==> config.mk <==
export PLATFORM = sky130hd
export DESIGN_NAME = ppfm_queue
export DESIGN_NICKNAME = d
export VERILOG_FILES = /design/src/rtl/assert_macros.svh /design/src/rtl/ppfm_pkg.sv /design/src/rtl/ppfm_queue.sv
export SDC_FILE = /design/constraint.sdc
export NUM_CORES = 1
export LEC_CHECK = 0
export BUFFER_PORTS_ARGS = -buffer_cell sky130_fd_sc_hd__buf_2
export CAP_MARGIN = 0
export CORE_UTILIZATION = 50
export DETAILED_ROUTE_END_ITERATION = 8
export PLACE_DENSITY = 0.76
export SETUP_SLACK_MARGIN = 0.3
export SKIP_LAST_GASP = 1
export SLEW_MARGIN = 40
export SYNTH_ARGS = -nofsm -noshare
export SYNTH_HDL_FRONTEND = slang
export SYNTH_SLANG_ARGS = --single-unit
==> constraint.sdc <==
create_clock -name clk -period 8.1 [get_ports clk]
set_clock_uncertainty 0.05 [all_clocks]
set_input_delay 1.62 -clock clk [delete_from_list [all_inputs] [get_ports clk]]
set_output_delay 1.62 -clock clk [all_outputs]
set_load 0.03 [all_outputs]
==> src/rtl/assert_macros.svh <==
// ----------------------------------------------------------------------------
// assert_macros.svh - assertion helpers
// Clocked property checks that compile away when ASSERT_OFF is set.
// ----------------------------------------------------------------------------
`ifndef ASSERT_MACROS_SVH
`define ASSERT_MACROS_SVH

`ifndef ASSERT_OFF

// Property checked on every clock edge outside reset.
`define ASSERT_CLKD(lbl, clk, rst, prop) \
  lbl: assert property (@(posedge clk) disable iff (rst) prop) \
    else $error("assertion failed");

// Property checked on every clock edge, reset included.
`define ASSERT_ALWAYS(lbl, clk, prop) \
  lbl: assert property (@(posedge clk) prop) \
    else $error("assertion failed");

`else

`define ASSERT_CLKD(lbl, clk, rst, prop)
`define ASSERT_ALWAYS(lbl, clk, prop)

`endif

`endif

==> src/rtl/ppfm_pkg.sv <==
// ----------------------------------------------------------------------------
// ppfm_pkg - pulse period flow meter package
// Field widths, codes, register defaults and shared types.
// ----------------------------------------------------------------------------
`default_nettype none

package ppfm_pkg;

  localparam int CHANNELS_DEF = 12;

  localparam int KIND_W  = 2;
  localparam int CHAN_W  = 4;
  localparam int STAMP_W = 32;
  localparam int SLOT_W  = 4;
  localparam int FLOW_W  = 32;
  localparam int TICK_W  = 8;

  localparam int CFG_IDX_W  = 1;
  localparam int CFG_DATA_W = 32;

  localparam logic [CFG_IDX_W-1:0] REG_TIMEOUT_LIMIT = 1'b0;
  localparam logic [CFG_IDX_W-1:0] REG_FLOW_CONSTANT = 1'b1;

  localparam logic [TICK_W-1:0] TIMEOUT_LIMIT_RST = 8'd20;
  localparam logic [FLOW_W-1:0] FLOW_CONSTANT_RST = 32'd19393939;

  localparam logic [TICK_W-1:0] TICK_SAT  = '1;
  localparam logic [FLOW_W-1:0] FLOW_SAT  = '1;

  // job queue between front and back
  localparam int Q_DEPTH = 2;
  localparam int Q_AW    = $clog2(Q_DEPTH);

  typedef enum logic [KIND_W-1:0] {
    KIND_ARM  = 2'd0,
    KIND_EDGE = 2'd1,
    KIND_TICK = 2'd2
  } kind_t;

  typedef enum logic [1:0] {
    EC_WAIT_FIRST  = 2'd0,
    EC_WAIT_SECOND = 2'd1,
    EC_DONE        = 2'd2
  } edge_state_t;

  typedef struct packed {
    logic [STAMP_W-1:0] first_stamp;
    edge_state_t        ec;
    logic [TICK_W-1:0]  ticks;
  } chan_state_t;

  typedef struct packed {
    logic [SLOT_W-1:0]  slot;
    logic [STAMP_W-1:0] period;
    logic               timed_out;
  } job_t;

  typedef enum logic {
    F_IDLE,
    F_EVAL
  } front_state_t;

  typedef enum logic [1:0] {
    B_IDLE,
    B_DIV,
    B_OUT
  } back_state_t;

endpackage

`default_nettype wire

==> src/rtl/ppfm_queue.sv <==
// ----------------------------------------------------------------------------
// ppfm_queue - job FIFO
// Short FIFO decoupling the classifier from the divider.
// ----------------------------------------------------------------------------
`default_nettype none

module ppfm_queue
  import ppfm_pkg::*;
(
  input  logic clk,
  input  logic rst,
  input  logic push,
  input  job_t push_job,
  output logic full,
  input  logic pop,
  output job_t pop_job,
  output logic avail
);

  job_t            slots [Q_DEPTH];
  logic [Q_AW-1:0] wr_ptr, rd_ptr;
  logic [Q_AW:0]   count;

  assign full    = (count == (Q_AW+1)'(Q_DEPTH));
  assign avail   = (count != '0);
  assign pop_job = slots[rd_ptr];

  always_ff @(posedge clk) begin
    if (push) begin
      slots[wr_ptr] <= push_job;
    end
  end

  always_ff @(posedge clk) begin
    if (rst) begin
      wr_ptr <= '0;
      rd_ptr <= '0;
      count  <= '0;
    end else begin
      if (push) begin
        wr_ptr <= (wr_ptr == Q_AW'(Q_DEPTH - 1)) ? '0 : wr_ptr + 1'b1;
      end
      if (pop) begin
        rd_ptr <= (rd_ptr == Q_AW'(Q_DEPTH - 1)) ? '0 : rd_ptr + 1'b1;
      end
      count <= count + (Q_AW+1)'(push) - (Q_AW+1)'(pop);
    end
  end

endmodule

`default_nettype wire

==> impl_metrics.json <==
{
  "status": "completed",
  "cts_resized": 0,
  "synth_cell_types": 14,
  "powerDensity_nw_per_um2": 251,
  "avgSynthCellArea_um2": 22.4,
  "grt_pass1_wl_mm": 6.95,
  "routedWlPerCell_um": 15.0,
  "fin_nets": 267,
  "setup_tns_ns": 0,
  "cts_max_level": 3,
  "critical_path.max_stage_delay_ns": 0.76,
  "setup_viol": 0,
  "clk_pin_slew_ns": 0.07,
  "worst_setup_path_end_kind": "output pin",
  "gp_congestion": 0.638,
  "p_clk_share_pct": 31.6,
  "mostFrequentLayoutCells": "buf_2 (79), edfxtp_1 (74), mux2_4 (30)",
  "start_kind": "flop",
  "syn_inst": 136,
  "placed_area_um2": 3530,
  "synthesis.nets": 179,
  "power.leakage_nw": 1.50,
  "r2r_start": "wr_ptr",
  "initial_core_util_pct": 51.7,
  "post-route-period-util_pct": 41.6,
  "slew_viol_final": 0,
  "min-delay-start": "rd_ptr",
  "cp.required_ns": 6.43,
  "grt_max_degree": 38,
  "hold_depth": 2,
  "worstRegToRegCells": 1,
  "clock_latency_ns": 0.32,
  "cts_buffers": 9,
  "cap_violations": 0,
  "r2r_end": "slots[1][29]",
  "cts_tree": "built",
  "p_int_uw": 713,
  "period_needed_ns": 3.37,
  "hold_slack_ns": 0.477,
  "hold_path.class": "flop to flop",
  "p_comb_share_pct": 15.8,
  "critPathKind": "flop to output pin",
  "crit_family": "flip-flops",
  "routed_wl_mm": 4.56,
  "drc": 0,
  "io_pins": 80,
  "clkSinkCount": 79,
  "drt_iter0_markers": 47,
  "cts-root-buf": "clkbuf_8",
  "cts_hold_buf": 0,
  "totalPowerFinal_uw": 937,
  "ys_seq_area_share_pct": 76.3,
  "final_common_cell": "buf_2",
  "syn2layout_area_growth_pct": 22.7,
  "rsz0062_at_grt": "no",
  "grt_pass1_vias": 1451,
  "final_layout_size_suffix_gt1_share_pct": 58.5,
  "dr_total_vias": 1455,
  "die_h_um": 80.0,
  "fin_area_um2": 3730,
  "fmax_ghz": 0.296,
  "fill_cells": 445,
  "grt_usage_pct": 15.4,
  "rows": 28,
  "tightest_slew_ns": 0.644,
  "antenna_cells": 0,
  "ant_nets": 0,
  "firstDrtPassIters": 4,
  "core_um2": 5890,
  "synth-seq-cells": 79,
  "power.net_switching_uw": 223,
  "post_cts_buffers": 0,
  "yosys_warnings": 0,
  "path_cells": "mux2_2, buf_2",
  "die_w_um": 80.0,
  "vias_per_cell": 4.79,
  "port_buffers": 79,
  "seq_power_share_pct": 52.6,
  "critPathMaxFanout": 37,
  "clk_path_buf_depth": 2,
  "place_hpwl_mm": 3.07,
  "cp_slowest_cell": "dfxtp_4",
  "crit_buf_inv": 1,
  "grt_overflow": 0,
  "slew_headroom_pct": 57.1,
  "rrSetupSlack_ns": 6.73,
  "die-area_um2": 6400,
  "p_sw_share_pct": 23.8,
  "peakVddDrop_mv": 0.179,
  "finalHoldViolations": 0,
  "antenna_found_initial": 0,
  "cp.arrival_ns": 1.70,
  "synth_area_um2": 3040,
  "cp.depth": 2
}
## how the worst max path moves through the flow
stage | endpoint | slack (ns)
6_report | pop_job[25] | 4.73
5_1_grt | pop_job[34] | 4.64
2_1_floorplan | slots[0][0] | 4.33
4_1_cts | pop_job[34] | 4.67
3_5_place_dp | pop_job[32] | 5.06
3_3_place_gp | pop_job[26] | 4.71
## metal layers
layer,GRT usage [%],part of all wire [%]
met4,10.4,2.4
met2,26.3,53
met3,4.34,4.7
met5,0,0
met1,16.6,40
## cell type report
class | count | area, um^2 | area share (%)
flip-flops and latches | 79 | 2330 | 62.3
multi-input cells | 51 | 651 | 17.4
repair buffers | 81 | 450 | 12.1
clock buffers | 11 | 131 | 3.52
well taps | 75 | 93.8 | 2.51
clock inverters | 5 | 72.6 | 1.94
inverters | 2 | 7.51 | 0.201
## cells by family after synthesis
group,Yosys count,synth area share (%)
multiplexers,37,17.4
XOR/XNOR,3,1.32
buffers and inverters,6,2.59
adder cells (fa/ha/maj),2,0.823
flip-flops,79,76.3
AND/OR/NAND/NOR,9,1.52
## cell usage after synthesis (all sizes together)
master	number	area (um^2)
ha	2	25.0
inv	2	7.51
buf	4	71.3
and2	1	6.26
nor2b	3	18.8
edfxtp	74	2220
dfxtp	5	100
xnor2	2	17.5
xnor3	1	22.5
nor2	4	15.0
mux2	37	529
or2	1	6.26
## flip-flops by register name (all words and copies together), names as in the netlist, named ones only
name	cells
count	2
slots	74
rd_ptr	1
wr_ptr	1
## through the flow
step | cells | worst slack [ns] | utilization, %
2_1_floorplan | 136 | 4.33 | -
3_3_place_gp | 286 | 4.71 | 58.9
3_5_place_dp | 288 | 5.06 | 59.9
4_1_cts | 304 | 4.67 | 63.4
5_1_grt | 304 | 4.64 | 63.4
6_report | 304 | 4.73 | 63.4
## power by group through the flow
stage               Combinational [mW]  Sequential [mW]  Clock, mW
global route                     0.157            0.496      0.319
global placement                 0.142            0.501          0
detailed placement               0.150            0.502          0
floorplan                        0.119            0.491          0
finish                           0.148            0.493      0.296
CTS                              0.150            0.493      0.304
Power figures use the tool's default switching activity.
